--- src/rtl/core/ipsc_pkg.sv ---
// shared types, codes and reset constants for the inactivity power-state controller
`timescale 1ns / 1ps
package ipsc_pkg;

  // stored power state, one-hot
  typedef enum logic [2:0] {
    PWR_RUN  = 3'b001,
    PWR_IDLE = 3'b010,
    PWR_LOW  = 3'b100
  } pwr_t;

  // power state codes on the result word
  localparam logic [1:0] PS_RUN  = 2'd0;
  localparam logic [1:0] PS_IDLE = 2'd1;
  localparam logic [1:0] PS_LOW  = 2'd2;
  localparam logic [1:0] PS_WAKE = 2'd3;

  // governor codes
  localparam logic [1:0] GOV_NONE     = 2'd0;
  localparam logic [1:0] GOV_PERF     = 2'd1;
  localparam logic [1:0] GOV_ONDEMAND = 2'd2;

  // register indexes
  localparam logic [2:0] REG_IDLE_AFTER = 3'd0;
  localparam logic [2:0] REG_LOW_AFTER  = 3'd1;
  localparam logic [2:0] REG_DEBOUNCE   = 3'd2;
  localparam logic [2:0] REG_PERIOD     = 3'd3;
  localparam logic [2:0] REG_RUN_LED    = 3'd4;
  localparam logic [2:0] REG_IDLE_LED   = 3'd5;
  localparam logic [2:0] REG_LOW_LED    = 3'd6;

  localparam int unsigned CFG_ADDR_W = 5;

  // register reset values
  localparam logic [15:0] RST_IDLE_AFTER = 16'd5000;
  localparam logic [15:0] RST_LOW_AFTER  = 16'd10000;
  localparam logic [9:0]  RST_DEBOUNCE   = 10'd200;
  localparam logic [11:0] RST_PERIOD     = 12'd1000;
  localparam logic [6:0]  RST_RUN_LED    = 7'd100;
  localparam logic [6:0]  RST_IDLE_LED   = 7'd40;
  localparam logic [6:0]  RST_LOW_LED    = 7'd10;

  localparam logic [6:0]  PCT_MAX        = 7'd100;

  // one result word
  typedef struct packed {
    logic [1:0] power_state;
    logic [6:0] led_percent;
    logic       led_on;
    logic [1:0] governor_action;
    logic       announce;
    logic       rx_pop;
    logic       last;
  } result_t;

  // limit a brightness register to one hundred percent
  function automatic logic [6:0] clamp_pct(input logic [6:0] p);
    return (p > PCT_MAX) ? PCT_MAX : p;
  endfunction

  // build a result word
  function automatic result_t mk_result(input logic [1:0] st, input logic [6:0] pct,
                                        input logic [1:0] gov, input logic ann,
                                        input logic pop, input logic lst);
    result_t r;
    r.power_state     = st;
    r.led_percent     = pct;
    r.led_on          = (pct != 7'd0);
    r.governor_action = gov;
    r.announce        = ann;
    r.rx_pop          = pop;
    r.last            = lst;
    return r;
  endfunction

endpackage

--- src/rtl/core/ipsc_if.sv ---
// valid/ready channel interfaces for input events and result words
`timescale 1ns / 1ps
interface ipsc_in_if;
  logic valid;
  logic ready;
  logic mode;
  logic rx_nonempty;

  modport source (output valid, mode, rx_nonempty, input ready);
  modport sink   (input valid, mode, rx_nonempty, output ready);
endinterface

interface ipsc_out_if;
  logic       valid;
  logic       ready;
  logic [1:0] power_state;
  logic [6:0] led_percent;
  logic       led_on;
  logic [1:0] governor_action;
  logic       announce;
  logic       rx_pop;
  logic       last;

  modport source (output valid, power_state, led_percent, led_on, governor_action,
                  announce, rx_pop, last, input ready);
  modport sink   (input valid, power_state, led_percent, led_on, governor_action,
                  announce, rx_pop, last, output ready);
endinterface

--- src/rtl/core/inactivity_power_state_controller.sv ---
// inactivity power-state controller: idle timing, key debounce and state reporting
// A result word is registered into the result queue and presented from its head.
// Throughput: one event word per cycle while ready is high; ready stays high while fewer
// than two result words are queued in the three-entry result queue. Reset (synchronous,
// rst_n low) clears counters, sets key age to saturation, state to running, registers
// to defaults and empties the queue.
`timescale 1ns / 1ps
module inactivity_power_state_controller (
  input  logic                              clk,
  input  logic                              rst_n,
  ipsc_in_if.sink                           in_ch,
  ipsc_out_if.source                        out_ch,
  input  logic                              psel,
  input  logic                              penable,
  input  logic                              pwrite,
  input  logic [ipsc_pkg::CFG_ADDR_W-1:0]   paddr,
  input  logic [31:0]                       pwdata,
  output logic [31:0]                       prdata,
  output logic                              pready
);

  // configuration registers
  logic [15:0] idle_after_r;
  logic [15:0] low_after_r;
  logic [9:0]  debounce_r;
  logic [11:0] period_cfg_r;
  logic [6:0]  run_led_r;
  logic [6:0]  idle_led_r;
  logic [6:0]  low_led_r;

  // controller state
  logic [15:0]      idle_ms_r, idle_ms_nxt;
  logic [9:0]       key_age_r, key_age_nxt;
  logic [11:0]      period_r, period_nxt;
  ipsc_pkg::pwr_t   pwr_r, pwr_nxt;

  // result queue
  ipsc_pkg::result_t q_r [3];
  ipsc_pkg::result_t q_nxt [3];
  logic [1:0]        cnt_r, cnt_nxt;

  logic              in_acc;
  logic              out_pop;
  logic              cfg_wr;
  logic [2:0]        cfg_idx;
  logic [15:0]       idle_inc;
  logic [9:0]        key_inc;
  logic              check;
  logic [6:0]        run_pct, idle_pct, low_pct;
  ipsc_pkg::pwr_t    want;
  logic [1:0]        want_code, cur_code;
  logic [6:0]        want_pct, cur_pct;
  logic [1:0]        want_gov;
  ipsc_pkg::result_t res0, res1;
  logic [1:0]        n_res;
  logic [1:0]        base;

  // configuration port
  assign pready  = 1'b1;
  assign cfg_idx = paddr[4:2];
  assign cfg_wr  = psel && penable && pwrite && pready;

  always_ff @(posedge clk) begin
    if (!rst_n) begin
      idle_after_r <= ipsc_pkg::RST_IDLE_AFTER;
      low_after_r  <= ipsc_pkg::RST_LOW_AFTER;
      debounce_r   <= ipsc_pkg::RST_DEBOUNCE;
      period_cfg_r <= ipsc_pkg::RST_PERIOD;
      run_led_r    <= ipsc_pkg::RST_RUN_LED;
      idle_led_r   <= ipsc_pkg::RST_IDLE_LED;
      low_led_r    <= ipsc_pkg::RST_LOW_LED;
    end else if (cfg_wr) begin
      case (cfg_idx)
        ipsc_pkg::REG_IDLE_AFTER: idle_after_r <= pwdata[15:0];
        ipsc_pkg::REG_LOW_AFTER:  low_after_r  <= pwdata[15:0];
        ipsc_pkg::REG_DEBOUNCE:   debounce_r   <= pwdata[9:0];
        ipsc_pkg::REG_PERIOD:     period_cfg_r <= pwdata[11:0];
        ipsc_pkg::REG_RUN_LED:    run_led_r    <= pwdata[6:0];
        ipsc_pkg::REG_IDLE_LED:   idle_led_r   <= pwdata[6:0];
        ipsc_pkg::REG_LOW_LED:    low_led_r    <= pwdata[6:0];
        default: ;
      endcase
    end
  end

  // register read back
  always_comb begin
    case (cfg_idx)
      ipsc_pkg::REG_IDLE_AFTER: prdata = {16'd0, idle_after_r};
      ipsc_pkg::REG_LOW_AFTER:  prdata = {16'd0, low_after_r};
      ipsc_pkg::REG_DEBOUNCE:   prdata = {22'd0, debounce_r};
      ipsc_pkg::REG_PERIOD:     prdata = {20'd0, period_cfg_r};
      ipsc_pkg::REG_RUN_LED:    prdata = {25'd0, run_led_r};
      ipsc_pkg::REG_IDLE_LED:   prdata = {25'd0, idle_led_r};
      ipsc_pkg::REG_LOW_LED:    prdata = {25'd0, low_led_r};
      default:                  prdata = 32'd0;
    endcase
  end

  // handshakes
  assign in_ch.ready = (cnt_r < 2'd2);
  assign in_acc      = in_ch.valid && in_ch.ready;
  assign out_pop     = out_ch.valid && out_ch.ready;

  // saturating counters and period check
  assign idle_inc = (idle_ms_r == 16'hFFFF) ? idle_ms_r : idle_ms_r + 16'd1;
  assign key_inc  = (key_age_r == 10'h3FF) ? key_age_r : key_age_r + 10'd1;
  assign check    = ({1'b0, period_r} + 13'd1) >= {1'b0, period_cfg_r};

  // clamped brightness values
  assign run_pct  = ipsc_pkg::clamp_pct(run_led_r);
  assign idle_pct = ipsc_pkg::clamp_pct(idle_led_r);
  assign low_pct  = ipsc_pkg::clamp_pct(low_led_r);

  // target state from idle time after this tick
  always_comb begin
    if (idle_inc > low_after_r) begin
      want = ipsc_pkg::PWR_LOW;
    end else if (idle_inc > idle_after_r) begin
      want = ipsc_pkg::PWR_IDLE;
    end else begin
      want = ipsc_pkg::PWR_RUN;
    end
  end

  // codes, brightness and governor for target and current state
  always_comb begin
    case (want)
      ipsc_pkg::PWR_LOW: begin
        want_code = ipsc_pkg::PS_LOW;
        want_pct  = low_pct;
        want_gov  = ipsc_pkg::GOV_ONDEMAND;
      end
      ipsc_pkg::PWR_IDLE: begin
        want_code = ipsc_pkg::PS_IDLE;
        want_pct  = idle_pct;
        want_gov  = ipsc_pkg::GOV_NONE;
      end
      default: begin
        want_code = ipsc_pkg::PS_RUN;
        want_pct  = run_pct;
        want_gov  = ipsc_pkg::GOV_PERF;
      end
    endcase
    case (pwr_r)
      ipsc_pkg::PWR_LOW: begin
        cur_code = ipsc_pkg::PS_LOW;
        cur_pct  = low_pct;
      end
      ipsc_pkg::PWR_IDLE: begin
        cur_code = ipsc_pkg::PS_IDLE;
        cur_pct  = idle_pct;
      end
      default: begin
        cur_code = ipsc_pkg::PS_RUN;
        cur_pct  = run_pct;
      end
    endcase
  end

  // event processing
  always_comb begin
    idle_ms_nxt = idle_ms_r;
    key_age_nxt = key_age_r;
    period_nxt  = period_r;
    pwr_nxt     = pwr_r;
    n_res       = 2'd0;
    res0        = '0;
    res1        = '0;
    if (in_acc) begin
      if (in_ch.mode) begin
        // key press, debounced against key age
        if (key_age_r >= debounce_r) begin
          key_age_nxt = 10'd0;
          idle_ms_nxt = 16'd0;
          if (pwr_r != ipsc_pkg::PWR_RUN) begin
            res0    = ipsc_pkg::mk_result(ipsc_pkg::PS_WAKE, run_pct, ipsc_pkg::GOV_PERF,
                                          1'b1, 1'b0, 1'b0);
            res1    = ipsc_pkg::mk_result(ipsc_pkg::PS_RUN, run_pct, ipsc_pkg::GOV_NONE,
                                          1'b1, 1'b0, 1'b1);
            n_res   = 2'd2;
            pwr_nxt = ipsc_pkg::PWR_RUN;
          end
        end
      end else begin
        // millisecond tick
        idle_ms_nxt = idle_inc;
        key_age_nxt = key_inc;
        if (!check) begin
          period_nxt = period_r + 12'd1;
        end else begin
          period_nxt = 12'd0;
          if (in_ch.rx_nonempty) begin
            // receive byte counts as activity, state ends up running
            idle_ms_nxt = 16'd0;
            pwr_nxt     = ipsc_pkg::PWR_RUN;
            if (pwr_r != ipsc_pkg::PWR_RUN) begin
              res0  = ipsc_pkg::mk_result(ipsc_pkg::PS_WAKE, run_pct, ipsc_pkg::GOV_PERF,
                                          1'b1, 1'b1, 1'b0);
              res1  = ipsc_pkg::mk_result(ipsc_pkg::PS_RUN, run_pct, ipsc_pkg::GOV_NONE,
                                          1'b1, 1'b0, 1'b1);
              n_res = 2'd2;
            end else begin
              res0  = ipsc_pkg::mk_result(ipsc_pkg::PS_RUN, run_pct, ipsc_pkg::GOV_NONE,
                                          1'b0, 1'b1, 1'b1);
              n_res = 2'd1;
            end
          end else if (want != pwr_r) begin
            // state change announcement
            res0    = ipsc_pkg::mk_result(want_code, want_pct, want_gov, 1'b1, 1'b0, 1'b1);
            n_res   = 2'd1;
            pwr_nxt = want;
          end else begin
            // plain status word
            res0  = ipsc_pkg::mk_result(cur_code, cur_pct, ipsc_pkg::GOV_NONE,
                                        1'b0, 1'b0, 1'b1);
            n_res = 2'd1;
          end
        end
      end
    end
  end

  // result queue: shift on pop, append new words behind the survivors
  always_comb begin
    base = cnt_r - {1'b0, out_pop};
    for (int i = 0; i < 3; i++) begin
      q_nxt[i] = q_r[i];
    end
    if (out_pop) begin
      q_nxt[0] = q_r[1];
      q_nxt[1] = q_r[2];
    end
    if (n_res != 2'd0) begin
      q_nxt[base] = res0;
    end
    if (n_res == 2'd2) begin
      q_nxt[base + 2'd1] = res1;
    end
    cnt_nxt = base + n_res;
  end

  // state and queue registers
  always_ff @(posedge clk) begin
    if (!rst_n) begin
      idle_ms_r <= 16'd0;
      key_age_r <= 10'h3FF;
      period_r  <= 12'd0;
      pwr_r     <= ipsc_pkg::PWR_RUN;
      cnt_r     <= 2'd0;
    end else begin
      idle_ms_r <= idle_ms_nxt;
      key_age_r <= key_age_nxt;
      period_r  <= period_nxt;
      pwr_r     <= pwr_nxt;
      cnt_r     <= cnt_nxt;
    end
  end

  always_ff @(posedge clk) begin
    for (int i = 0; i < 3; i++) begin
      q_r[i] <= q_nxt[i];
    end
  end

  // result channel
  assign out_ch.valid           = (cnt_r != 2'd0);
  assign out_ch.power_state     = q_r[0].power_state;
  assign out_ch.led_percent     = q_r[0].led_percent;
  assign out_ch.led_on          = q_r[0].led_on;
  assign out_ch.governor_action = q_r[0].governor_action;
  assign out_ch.announce        = q_r[0].announce;
  assign out_ch.rx_pop          = q_r[0].rx_pop;
  assign out_ch.last            = q_r[0].last;

  // a wakeup word never ends an event
  a_wake_not_last: assert property (@(posedge clk) disable iff (!rst_n)
    out_ch.valid && out_ch.power_state == ipsc_pkg::PS_WAKE |-> !out_ch.last)
    else $error("wakeup word marked last");

  // a taken wakeup word is followed by a running announcement
  a_wake_then_run: assert property (@(posedge clk) disable iff (!rst_n)
    out_pop && out_ch.power_state == ipsc_pkg::PS_WAKE |=>
      out_ch.valid && out_ch.power_state == ipsc_pkg::PS_RUN && out_ch.announce)
    else $error("wakeup word not followed by running word");

  // the stored state is running after any word that pops a receive byte
  a_pop_runs: assert property (@(posedge clk) disable iff (!rst_n)
    in_acc && !in_ch.mode && check && in_ch.rx_nonempty |=> pwr_r == ipsc_pkg::PWR_RUN)
    else $error("state not running after receive activity");

  // brightness stays within range and matches the enable
  a_led_range: assert property (@(posedge clk) disable iff (!rst_n)
    out_ch.valid |-> out_ch.led_percent <= ipsc_pkg::PCT_MAX &&
      out_ch.led_on == (out_ch.led_percent != 7'd0))
    else $error("led word out of range");

endmodule

--- src/flat_wrapper.sv ---
// flat-port wrapper written by rule: the top's interface ports become plain ports
module inactivity_power_state_controller_flat 
  (clk, rst_n, psel, penable, pwrite, paddr, pwdata, prdata, pready, in_ch_valid, in_ch_mode, in_ch_rx_nonempty, in_ch_ready, out_ch_valid, out_ch_power_state, out_ch_led_percent, out_ch_led_on, out_ch_governor_action, out_ch_announce, out_ch_rx_pop, out_ch_last, out_ch_ready);
  ipsc_in_if in_ch_i ();
  ipsc_out_if out_ch_i ();
  input  logic clk;
  input  logic rst_n;
  input  logic psel;
  input  logic penable;
  input  logic pwrite;
  input  logic [ipsc_pkg::CFG_ADDR_W-1:0] paddr;
  input  logic [31:0] pwdata;
  output logic [31:0] prdata;
  output logic pready;
  input wire logic [$bits(in_ch_i.valid)-1:0] in_ch_valid;
  input wire logic [$bits(in_ch_i.mode)-1:0] in_ch_mode;
  input wire logic [$bits(in_ch_i.rx_nonempty)-1:0] in_ch_rx_nonempty;
  output wire logic [$bits(in_ch_i.ready)-1:0] in_ch_ready;
  output wire logic [$bits(out_ch_i.valid)-1:0] out_ch_valid;
  output wire logic [$bits(out_ch_i.power_state)-1:0] out_ch_power_state;
  output wire logic [$bits(out_ch_i.led_percent)-1:0] out_ch_led_percent;
  output wire logic [$bits(out_ch_i.led_on)-1:0] out_ch_led_on;
  output wire logic [$bits(out_ch_i.governor_action)-1:0] out_ch_governor_action;
  output wire logic [$bits(out_ch_i.announce)-1:0] out_ch_announce;
  output wire logic [$bits(out_ch_i.rx_pop)-1:0] out_ch_rx_pop;
  output wire logic [$bits(out_ch_i.last)-1:0] out_ch_last;
  input wire logic [$bits(out_ch_i.ready)-1:0] out_ch_ready;
  assign in_ch_i.valid = in_ch_valid;
  assign in_ch_i.mode = in_ch_mode;
  assign in_ch_i.rx_nonempty = in_ch_rx_nonempty;
  assign in_ch_ready = in_ch_i.ready;
  assign out_ch_valid = out_ch_i.valid;
  assign out_ch_power_state = out_ch_i.power_state;
  assign out_ch_led_percent = out_ch_i.led_percent;
  assign out_ch_led_on = out_ch_i.led_on;
  assign out_ch_governor_action = out_ch_i.governor_action;
  assign out_ch_announce = out_ch_i.announce;
  assign out_ch_rx_pop = out_ch_i.rx_pop;
  assign out_ch_last = out_ch_i.last;
  assign out_ch_i.ready = out_ch_ready;
  inactivity_power_state_controller u_core (.clk(clk), .rst_n(rst_n), .in_ch(in_ch_i), .out_ch(out_ch_i), .psel(psel), .penable(penable), .pwrite(pwrite), .paddr(paddr), .pwdata(pwdata), .prdata(prdata), .pready(pready));
endmodule
--- config.mk ---
export PLATFORM = sky130hd
export DESIGN_NAME = inactivity_power_state_controller_flat
export DESIGN_NICKNAME = d
export VERILOG_FILES = /design/src/rtl/core/ipsc_pkg.sv /design/src/rtl/core/ipsc_if.sv /design/src/rtl/core/inactivity_power_state_controller.sv /design/src/flat_wrapper.sv
export SDC_FILE = /design/constraint.sdc
export NUM_CORES = 1
export LEC_CHECK = 0
export ABC_AREA = 1
export BUFFER_PORTS_ARGS = -buffer_cell sky130_fd_sc_hd__buf_2
export CAP_MARGIN = 0
export CORE_MARGIN = 1.5
export CORE_UTILIZATION = 34
export DETAILED_ROUTE_END_ITERATION = 8
export PLACE_DENSITY = 0.54
export SYNTH_ARGS = -nofsm -noshare
export SYNTH_HDL_FRONTEND = slang
export SYNTH_SLANG_ARGS = --single-unit
--- constraint.sdc ---
create_clock -name clk -period 4.1 [get_ports clk]
set_input_delay 0 -clock clk [delete_from_list [all_inputs] [get_ports clk]]
set_output_delay 0 -clock clk [all_outputs]
set_load 0.01 [all_outputs]
==> flow_summary.yaml, run 1 <==
die:
  ioPinCount: 96
  die_ar_mm2: 0.0300
  dieHeight_um: 173
  rows: 62
  floorplan.initialDensity_pct: 34.4
  core_area_mm2: 0.0286
  chip_width_um: 173
sta:
  max-slew-margin-rel_pct: 23.7
  final.setup_skew_ps: 24.6
  worst_slew_pin_slew_ps: 1140
  hold_viol: 0
  max_freq_ghz: 0.257
  final_slew_viol_count: 0
  min_cycle_time_layout_ps: 3900
  fin_crit_sh_pct: 95.1
  finalWorstSetupSlack_ps: 201
  setup-violations-final: 0
  fin_hold_ws_ps: 6.04
  final.setup.tns_ps: 0
global_route:
  global_route_usage_over_all_layers_pct: 19.9
  globalRouteOverflowTotal: 0
  grt_max_degree: 70
  first_global_vias: 8988
  antenna_found_initial: 0
  first_pass_grt_wire_length_mm: 47.5
clock_tree:
  clock-root-buffer: "sky130_fd_sc_hd__clkbuf_16"
  clock_transition_at_the_registers_of_the_reported_paths_ps: 80
  tritoncts: "yes"
  deepest_clock_path_buffer_count: 2
  cts_inserted_buffers: 17
  htree_num_levels: 4
  clkLatencyLatePin_ps: 450
  clkSinkCount: 163
power:
  power_switching_share_pct: 34.6
  combPwrFrac_pct: 25.3
  leakage_nw: 5.22
  power.clock.fraction_pct: 33.0
  power_after_layout_mw: 4.74
  internal_power_mw: 3.10
  vdd.ir_drop.worst_v: 0.000262
  power.net_switching_mw: 1.64
  powerDensity_mw_per_mm2: 413
  power_frac_seq_pct: 41.7
finish:
  antenna-diode-count: 0
  proportion_of_layout_cells_with_a_drive_suffix_above_1_pct: 13.8
  layout.cells.most_common_list: "306 x sky130_fd_sc_hd__nand2_1, 173 x sky130_fd_sc_hd__inv_1, 160 x sky130_fd_sc_hd__dfxtp_1, 145 x sky130_fd_sc_hd__a21oi_1, 127 x sky130_fd_sc_hd__o21ai_0"
  design.final.nets: 1614
  mostFrequentLayoutCell: "sky130_fd_sc_hd__nand2_1"
  area.growth.synth_to_final_pct: 16.6
  final_non_filler_cell_total: 1906
  n_fill_cell: 3050
logic_synthesis:
  netlist_area_before_placement_mm2: 0.00985
  netlist.top_cell.by_area: "sky130_fd_sc_hd__dfxtp_1"
  synth_area_leaders: "sky130_fd_sc_hd__dfxtp_1 33%, sky130_fd_sc_hd__nand2_1 12%, sky130_fd_sc_hd__ha_1 7.5%"
  postSynthAreaPerCell_um2: 6.92
  synth_enable_flop_cells: 0
  synth_top_cell_area_share_pct: 33.1
  synthArstFlopShare_pct: 0
  seq_area_frac_synth_pct: 33.1
  synthDistinctLibCells: 58
  syn_inst: 1423
  synth_ff_type: "sky130_fd_sc_hd__dfxtp_1"
  yosysWarningCount: 0
  synth_seq_cells: 163
hold_path:
  whs_path_depth: 4
  min_to: "u_core.pwr_r[1]"
  min-delay-path-class: "input pin to flip-flop"
  min-delay-start: "in_ch_rx_nonempty"
place:
  dpl_worst_slack_ps: 43.9
  place_congestion: 0.864
  buffer_ports.inserted: 60
  dp_cells: 1842
  detailedPlacementHpwl_mm: 21.2
worst_setup_path:
  worst-r2r-setup-slack_ps: 200
  crit_path_kind: "flip-flop to flip-flop"
  timing.critical_path.fanout_max: 6
  slowest_delay_ps: 360
  reg2reg_depth: 29
  critical-path-top-cell-by-count: "sky130_fd_sc_hd__nand2_1"
  critical_path.slowest_cell: "sky130_fd_sc_hd__dfxtp_2"
  crit-reg2reg-launch: "u_core.idle_ms_r[1]"
  rr_endpoint: "u_core.q_r[0][35]"
  cp-end-kind: "flip-flop"
  cp_data_required_time_ps: 4440
  cp.arrival_ps: 4240
  critPathBufInv: 5
  crit_path_start_kind: "flip-flop"
  cpLargestDelayFamily: "simple AND/OR/NAND/NOR gates"
route:
  drtIter0Drc: 625
  final_antenna_net_count: 0
  num_vias: 9415
  detailed_routing_iteration_count_for_the_pre_antenna_repair_pass: 6
  viasPerCell: 4.94
  post_route_drc: 0
  postRouteWirelength_mm: 29.4
  wire_per_inst_um: 15.4
outcome:
  status: "completed"
run:
  cap_violations: 0
-- worst reg2reg max path, delay by kind of cell (launching register included) --
kind / cells / cell delay, ps
and+or+nand+nor: 21 / 2300
DFF: 1 / 360
buffers and inverters: 5 / 480
xor gates and xnor gates: 1 / 180
adders and majority gates: 2 / 480
-- how the worst max path moves through the flow --
stage / endpoint / slack (ps) / from / cells after the start
after global routing: u_core.q_r[0][35] / -50 / u_core.idle_ms_r[1] / 34
after CTS: u_core.q_r[0][36] / 70 / u_core.idle_ms_r[1] / 27
after floorplan: u_core.q_r[0][36] / 630 / u_core.idle_ms_r[0] / 28
after global placement: u_core.pwr_r[1] / 140 / u_core.idle_ms_r[0] / 24
after detailed placement: u_core.q_r[0][40] / 40 / u_core.idle_ms_r[0] / 27
final: u_core.q_r[0][35] / 200 / u_core.idle_ms_r[1] / 29
-- flip-flops by register name, indices dropped and copies added (netlist names) --
register	flops
u_core.pwr_r	3
u_core.low_after_r	16
u_core.low_led_r	7
u_core.period_cfg_r	12
u_core.run_led_r	7
u_core.idle_led_r	7
u_core.idle_after_r	16
u_core.idle_ms_r	16
u_core.debounce_r	10
u_core.cnt_r	2
u_core.period_r	12
u_core.q_r	45
u_core.key_age_r	10
-- power by group through the flow --
stage | Combinational, mW | Sequential (mW) | Clock, mW
global route | 1.38 | 2.01 | 1.65
CTS | 1.20 | 1.97 | 1.59
global placement | 1.17 | 2.01 | 0
finish | 1.20 | 1.97 | 1.56
floorplan | 0.948 | 1.98 | 0
detailed placement | 1.18 | 2.01 | 0
-- Yosys cell counts, types with 2 or more instances --
cell                        count
sky130_fd_sc_hd__a211oi_1       5
sky130_fd_sc_hd__a21o_1         3
sky130_fd_sc_hd__a21oi_1      146
sky130_fd_sc_hd__a31o_2         3
sky130_fd_sc_hd__a31oi_1        7
sky130_fd_sc_hd__a31oi_2        2
sky130_fd_sc_hd__and3_1         2
sky130_fd_sc_hd__buf_2          2
sky130_fd_sc_hd__buf_4         30
sky130_fd_sc_hd__buf_6          7
sky130_fd_sc_hd__clkbuf_1      34
sky130_fd_sc_hd__clkinv_1       2
sky130_fd_sc_hd__conb_1         2
sky130_fd_sc_hd__dfxtp_1      163
sky130_fd_sc_hd__ha_1          59
sky130_fd_sc_hd__inv_1        176
sky130_fd_sc_hd__inv_2          5
sky130_fd_sc_hd__inv_4          2
sky130_fd_sc_hd__nand2_1      310
sky130_fd_sc_hd__nand2_2        8
sky130_fd_sc_hd__nand2_4        5
sky130_fd_sc_hd__nand3_1       51
sky130_fd_sc_hd__nand3b_1       2
sky130_fd_sc_hd__nand4_1       17
sky130_fd_sc_hd__nor2_1       106
sky130_fd_sc_hd__nor2_2         3
sky130_fd_sc_hd__nor2_4         2
sky130_fd_sc_hd__nor3_1        18
sky130_fd_sc_hd__nor3_2         3
sky130_fd_sc_hd__nor4_1         2
sky130_fd_sc_hd__o2111ai_1      2
sky130_fd_sc_hd__o211ai_1      24
sky130_fd_sc_hd__o21a_1         2
sky130_fd_sc_hd__o21ai_0      132
sky130_fd_sc_hd__o21ai_1       12
sky130_fd_sc_hd__o221ai_1       8
sky130_fd_sc_hd__o22ai_1       19
sky130_fd_sc_hd__o31ai_1        2
sky130_fd_sc_hd__or2_2          2
sky130_fd_sc_hd__xnor2_1        5
sky130_fd_sc_hd__xor2_1        21
-- per-layer routing --
metal,up-vias,GRT usage [%],wire length [um],part of all wire (%)
met5,-,0,0,0
met4,0,4.53,302,1.0
met3,23,3.03,1200,4.1
met2,210,33.9,13800,47
met1,4310,26.4,14100,48
li1,4872,-,-,-
-- final cells by class --
type | count | area (um^2) | area share, %
multi-input combinational | 1013 | 5570 | 48.5
sequential | 163 | 3270 | 28.5
timing repair buffer | 127 | 895 | 7.79
inverter | 187 | 721 | 6.28
tap | 384 | 480 | 4.18
clock buffer | 19 | 433 | 3.77
clock inverter | 13 | 120 | 1.05
-- kinds of logic after synthesis --
family / share of synthesized area [%]
adders and majority gates: 7.50
xor gates and xnor gates: 2.31
buffers and inverters: 12.0
AOI/OAI and AO/OA: 21.4
other: 0.0763
and+or+nand+nor: 23.5
DFF: 33.1
-- through the flow --
stage	util [%]	cell area, um^2
2_1_floorplan	-	9900
3_3_place_gp	36.7	10500
3_5_place_dp	36.7	10500
4_1_cts	39.2	11200
5_1_grt	40.1	11500
6_report	40.1	11500
-- what timing repair did --
item                                    4_1_cts  5_1_grt
cloned                                        0        0
setup buffers                                 0       15
endpoints found under the setup margin        2       42
gates resized for setup                       1       38
hold endpoints to repair                     60        0
pin swaps                                     0       15
hold buffers                                 17        0
Note: power is estimated with default switching activity, not from simulation.
==> run 2, diff against run 1 <==
Settings changed: GPL_TIMING_DRIVEN set to 0, RECOVER_POWER set to 50.
==> run 2 against run 1 <==
  * Cell area rose by 2.7%
  * Cell count rose by 2.0%
  * Non-clock buffer count rose by 40
  * Worst setup slack improved by 8.4 ps
  * Critical endpoint is now u_core.q_r[0][4]
  * Sequential power barely moved
  * Register-to-register slack barely moved
==> flow_summary.yaml, run 2 (synthesized netlist as in run 1, its figures left out) <==
sta:
  finalWorstSetupSlack_ps: 210
  max_freq_ghz: 0.257
  min_cycle_time_layout_ps: 3890
  setup-violations-final: 0
  worst_slew_pin_slew_ps: 908
  max-slew-margin-rel_pct: 39.5
  fin_crit_sh_pct: 94.9
  hold_viol: 0
  final.setup_skew_ps: 15.2
  final_slew_viol_count: 0
  final.setup.tns_ps: 0
global_route:
  global_route_usage_over_all_layers_pct: 20.6
  globalRouteOverflowTotal: 0
  grt_max_degree: 17
  first_pass_grt_wire_length_mm: 48.9
  first_global_vias: 8724
  antenna_found_initial: 0
worst_setup_path:
  crit_path_kind: "flip-flop to flip-flop"
  crit_start: "u_core.idle_ms_r[0]"
  cp-end-kind: "flip-flop"
  critical_path.endpoint: "u_core.q_r[0][4]"
  cp.arrival_ps: 4250
  cp_data_required_time_ps: 4460
  rr_endpoint: "u_core.q_r[0][4]"
  worst-r2r-setup-slack_ps: 210
  crit-reg2reg-launch: "u_core.idle_ms_r[0]"
  reg2reg_depth: 24
  crit_path_start_kind: "flip-flop"
  timing.critical_path.fanout_max: 8
finish:
  layout.cells.most_common_list: "303 x sky130_fd_sc_hd__nand2_1, 171 x sky130_fd_sc_hd__inv_1, 159 x sky130_fd_sc_hd__dfxtp_1, 143 x sky130_fd_sc_hd__a21oi_1, 129 x sky130_fd_sc_hd__o21ai_0"
  antenna-diode-count: 0
  mostFrequentLayoutCell: "sky130_fd_sc_hd__nand2_1"
  area.growth.synth_to_final_pct: 19.8
  proportion_of_layout_cells_with_a_drive_suffix_above_1_pct: 13.3
  final_util_pct: 41.2
  max_flop_register: "u_core.q_r"
  largest_register_ff_count: 45
  design.final.nets: 1654
die:
  core_area_mm2: 0.0286
  die_ar_mm2: 0.0300
  chip_width_um: 173
  rows: 62
  floorplan.initialDensity_pct: 34.4
  ioPinCount: 96
  dieHeight_um: 173
route:
  viasPerCell: 5.01
  num_vias: 9748
  post_route_drc: 0
  drtIter0Drc: 715
  detailed_routing_iteration_count_for_the_pre_antenna_repair_pass: 5
  postRouteWirelength_mm: 31.1
  final_antenna_net_count: 0
  wire_per_inst_um: 16.0
power:
  power_frac_seq_pct: 39.9
  vdd.ir_drop.worst_v: 0.000286
  internal_power_mw: 3.33
  power_switching_share_pct: 33.1
  powerDensity_mw_per_mm2: 422
  power.net_switching_mw: 1.65
  combPwrFrac_pct: 26.1
  leakage_nw: 5.27
  power.clock.fraction_pct: 34.0
place:
  buffer_ports.inserted: 60
  place_congestion: 0.864
  dpl_worst_slack_ps: -667
  detailedPlacementHpwl_mm: 23.5
clock_tree:
  clock-root-buffer: "sky130_fd_sc_hd__clkbuf_16"
  clkLatencyLatePin_ps: 430
  cts_inserted_buffers: 17
  clock_transition_at_the_registers_of_the_reported_paths_ps: 70
  clkSinkCount: 163
  deepest_clock_path_buffer_count: 2
  htree_num_levels: 4
  tritoncts: "yes"
outcome:
  status: "completed"
run:
  cap_violations: 0
hold_path:
  min-delay-path-class: "input pin to flip-flop"
==> run 2: cell types whose count changed in the layout (fill, tap and decap cells not counted), moves of 4 or more <==
cell and delta:
sky130_fd_sc_hd__nand3_1 -4, sky130_fd_sc_hd__nand3_2 +4, sky130_fd_sc_hd__buf_6 +7, sky130_fd_sc_hd__clkbuf_1 +62
sky130_fd_sc_hd__o21ai_1 -5, sky130_fd_sc_hd__buf_2 -28
==> run 2: power groups by stage <==
stage | Combinational [mW] | Clock (mW) | Sequential [mW]
after floorplan | 0.948 | 0 | 1.98
after global placement | 1.27 | 0 | 2.01
after detailed placement | 1.29 | 0 | 2.02
after CTS | 1.31 | 1.73 | 1.98
after global routing | 1.46 | 1.80 | 2.01
final | 1.30 | 1.69 | 1.98
==> run 2: cell type report <==
| cell class | instances | area (um^2) |
|---|---|---|
| Buffer | 74 | 465 |
| Clock buffer | 17 | 425 |
| Clock inverter | 13 | 174 |
| Fill cell | 3031 | 16800 |
| Inverter | 187 | 721 |
| Multi-Input combinational cell | 1013 | 5700 |
| Sequential cell | 163 | 3270 |
| Tap cell | 384 | 480 |
| Timing Repair Buffer | 93 | 558 |
==> run 2: routing by layer <==
metal	GRT usage (%)	vias up	routed length, um
met4	5.00	0	365
met3	2.99	31	1620
li1	-	4936	-
met2	34.0	304	14200
met5	0	-	0
met1	28.4	4477	14900
==> run 2: how the worst min path moves through the flow <==
stage / slack [ps] / depth (start not counted) / startpoint / endpoint
CTS: 30 / 4 / in_ch_rx_nonempty / u_core.pwr_r[1]
detailed placement: 240 / 3 / pwdata[13] / u_core.low_after_r[13]
finish: 50 / 4 / in_ch_rx_nonempty / u_core.pwr_r[1]
global route: 60 / 4 / in_ch_rx_nonempty / u_core.pwr_r[1]
floorplan: 130 / 2 / pwdata[12] / u_core.idle_after_r[12]
global placement: 240 / 3 / pwdata[13] / u_core.low_after_r[13]
==> run 2: critical path, stage by stage, from the launching register on <==
cell and delay [ps]:
sky130_fd_sc_hd__dfxtp_4 380, sky130_fd_sc_hd__ha_4 140, sky130_fd_sc_hd__inv_2 40, sky130_fd_sc_hd__nor3_4 220
sky130_fd_sc_hd__nand2_2 90, sky130_fd_sc_hd__nor2_2 120, sky130_fd_sc_hd__inv_2 70, sky130_fd_sc_hd__nor2_4 110
sky130_fd_sc_hd__inv_2 50, sky130_fd_sc_hd__nor2_4 140, sky130_fd_sc_hd__buf_4 120, sky130_fd_sc_hd__nor2_1 50
sky130_fd_sc_hd__xor2_2 180, sky130_fd_sc_hd__ha_1 330, sky130_fd_sc_hd__nand4_1 110, sky130_fd_sc_hd__nor3_2 240
sky130_fd_sc_hd__nand2_1 130, sky130_fd_sc_hd__nand2_4 140, sky130_fd_sc_hd__nand2_8 90, sky130_fd_sc_hd__buf_4 160
sky130_fd_sc_hd__buf_4 130, sky130_fd_sc_hd__xor2_1 130, sky130_fd_sc_hd__nand4_1 160, sky130_fd_sc_hd__nand4_1 260
sky130_fd_sc_hd__a21oi_1 220
==> run 2: timing repair <==
item                                   CTS  global route
gates cloned                             0             1
endpoints found under the hold margin   50             0
buffers inserted                         1            16
setup endpoints to repair               42            42
pin swaps                                4            26
hold buffers                            16             0
resized for setup                       15            50
==> run 2: metrics by stage <==
step	hold slack, ps	total power, mW	area, um^2	std cells
floorplan	126	2.93	9900	1438
global placement	237	3.28	10700	1882
detailed placement	237	3.30	10700	1882
CTS	34.3	5.02	11500	1929
global route	62.2	5.28	11800	1944
finish	53.6	4.98	11800	1944
==> run 3, diff against run 2 <==
Settings changed: RECOVER_POWER 50 to not set.
==> run 3 against run 2 <==
  * Utilization up 0.13 points
  * Via count down 0.36%
  * Die area unchanged
  * Combinational power about the same
  * Sequential power about the same
  * Sequential share of layout area down 0.088 points
==> flow_summary.yaml, run 3 (synthesized netlist as in run 1, its figures left out) <==
worst_setup_path:
  critical_path.slowest_cell: "sky130_fd_sc_hd__dfxtp_4"
  rr_endpoint: "u_core.q_r[0][4]"
  crit_path_start_kind: "flip-flop"
  crit-reg2reg-launch: "u_core.idle_ms_r[0]"
  cp-end-kind: "flip-flop"
  cp_data_required_time_ps: 4460
  slowest_delay_ps: 380
  timing.critical_path.fanout_max: 8
  cp.arrival_ps: 4260
  crit_path_kind: "flip-flop to flip-flop"
  worst-r2r-setup-slack_ps: 200
  critical-path-top-cell-by-count: "sky130_fd_sc_hd__nand4_1"
  reg2reg_depth: 25
finish:
  area.growth.synth_to_final_pct: 20.2
  max_flop_register: "u_core.q_r"
  n_fill_cell: 3021
  design.final.nets: 1654
  antenna-diode-count: 0
  post-route-cell-area_mm2: 0.0118
  mostFrequentLayoutCell: "sky130_fd_sc_hd__nand2_1"
  largest_register_ff_count: 45
  multi_input_comb_area_mm2: 0.00570
  proportion_of_layout_cells_with_a_drive_suffix_above_1_pct: 15.2
  seq_area_mm2: 0.00327
  layout.cells.most_common_list: "303 x sky130_fd_sc_hd__nand2_1, 171 x sky130_fd_sc_hd__inv_1, 159 x sky130_fd_sc_hd__dfxtp_1, 143 x sky130_fd_sc_hd__a21oi_1, 129 x sky130_fd_sc_hd__o21ai_0"
hold_path:
  whs_path_depth: 4
  min_to: "u_core.pwr_r[1]"
  min-delay-start: "in_ch_rx_nonempty"
  min-delay-path-class: "input pin to flip-flop"
die:
  ioPinCount: 96
  core_area_mm2: 0.0286
  chip_width_um: 173
  rows: 62
  die_ar_mm2: 0.0300
  floorplan.initialDensity_pct: 34.4
  dieHeight_um: 173
sta:
  fin_crit_sh_pct: 95.1
  final_slew_viol_count: 0
  hold_viol: 0
  min_cycle_time_layout_ps: 3900
  final.setup_skew_ps: 12.7
  setup-violations-final: 0
  finalWorstSetupSlack_ps: 201
  max-slew-margin-rel_pct: 42.8
  max_freq_ghz: 0.256
  worst_slew_pin_slew_ps: 859
global_route:
  grt_max_degree: 17
  first_pass_grt_wire_length_mm: 48.9
  globalRouteOverflowTotal: 0
  first_global_vias: 8724
  antenna_found_initial: 0
  global_route_usage_over_all_layers_pct: 20.6
clock_tree:
  clkLatencyLatePin_ps: 430
  htree_num_levels: 4
  clock_transition_at_the_registers_of_the_reported_paths_ps: 70
  tritoncts: "yes"
  clkSinkCount: 163
  cts_inserted_buffers: 17
  clock-root-buffer: "sky130_fd_sc_hd__clkbuf_16"
  deepest_clock_path_buffer_count: 2
place:
  buffer_ports.inserted: 60
  dpl_worst_slack_ps: -667
  placedInstanceArea_mm2: 0.0107
  detailedPlacementHpwl_mm: 23.5
  place_congestion: 0.864
route:
  post_route_drc: 0
  viasPerCell: 5.00
  drtIter0Drc: 706
  num_vias: 9713
  postRouteWirelength_mm: 31.0
  wire_per_inst_um: 16.0
  final_antenna_net_count: 0
  detailed_routing_iteration_count_for_the_pre_antenna_repair_pass: 5
power:
  power.net_switching_mw: 1.64
  power_switching_share_pct: 32.9
  vdd.ir_drop.worst_v: 0.000288
  power.clock.fraction_pct: 34.0
  leakage_nw: 5.37
  combPwrFrac_pct: 26.3
  internal_power_mw: 3.35
  powerDensity_mw_per_mm2: 422
  power_frac_seq_pct: 39.7
run:
  cap_violations: 0
outcome:
  status: "completed"
-- run 3: repair_timing --
item | 4_1_cts | 5_1_grt
cloned | 0 | 1
resized for setup | 15 | 50
setup endpoints to repair | 42 | 42
pin swaps | 4 | 26
hold buffers | 16 | 0
buffers inserted | 1 | 16
endpoints found under the hold margin | 50 | 0
-- run 3: how the worst max path moves through the flow --
stage / start / end / cells past startpoint
floorplan: u_core.idle_ms_r[0] / u_core.q_r[0][36] / 28
global placement: u_core.idle_ms_r[0] / u_core.q_r[0][40] / 25
detailed placement: u_core.idle_ms_r[1] / u_core.q_r[0][40] / 25
CTS: u_core.idle_ms_r[0] / u_core.q_r[0][35] / 32
global route: u_core.idle_ms_r[0] / u_core.q_r[0][35] / 28
finish: u_core.idle_ms_r[0] / u_core.q_r[0][4] / 25
-- run 3: layer usage --
metal  global-route usage (%)  up-vias  wire, um
li1                         -     4938         -
met1                     28.4     4476     14800
met2                     34.0      270     14200
met3                     2.99       29      1560
met4                     5.00        0       377
met5                        0        -         0
-- run 3: area by class of cell --
cell class              instances  share of cell area (%)
clock buffers                  17                    3.60
repair buffers                 93                    5.03
inverters                     187                    6.09
multi-input cells            1013                    48.1
plain buffers                  74                    3.93
well taps                     384                    4.06
flip-flops and latches        163                    27.7
clock inverters                13                    1.47
-- run 3: stage by stage --
step | TNS [ps] | util (%) | hold WS [ps] | instances | total power [mW]
finish | 0 | 41.3 | 50.3 | 1944 | 5.00
global route | -317 | 41.3 | 62.2 | 1944 | 5.30
CTS | 0 | 40.2 | 34.3 | 1929 | 5.02
detailed placement | -12540 | 37.3 | 237 | 1882 | 3.30
global placement | -11920 | 37.3 | 237 | 1882 | 3.28
floorplan | 0 | - | 126 | 1438 | 2.93
-- run 3: power by group through the flow --
stage | combinational [mW] | clock [mW] | sequential (mW)
finish | 1.32 | 1.70 | 1.98
global route | 1.48 | 1.80 | 2.01
CTS | 1.31 | 1.73 | 1.98
detailed placement | 1.29 | 0 | 2.02
global placement | 1.27 | 0 | 2.01
floorplan | 0.948 | 0 | 1.98
-- run 3: worst max-delay path: cells and delay by family, from the launching register on --
family / cells / cell delay (ps)
compound gates: 1 / 220
xor+xnor: 2 / 350
fa+ha+maj: 2 / 470
simple gates: 13 / 1770
buf+inv: 7 / 610
flops: 1 / 380
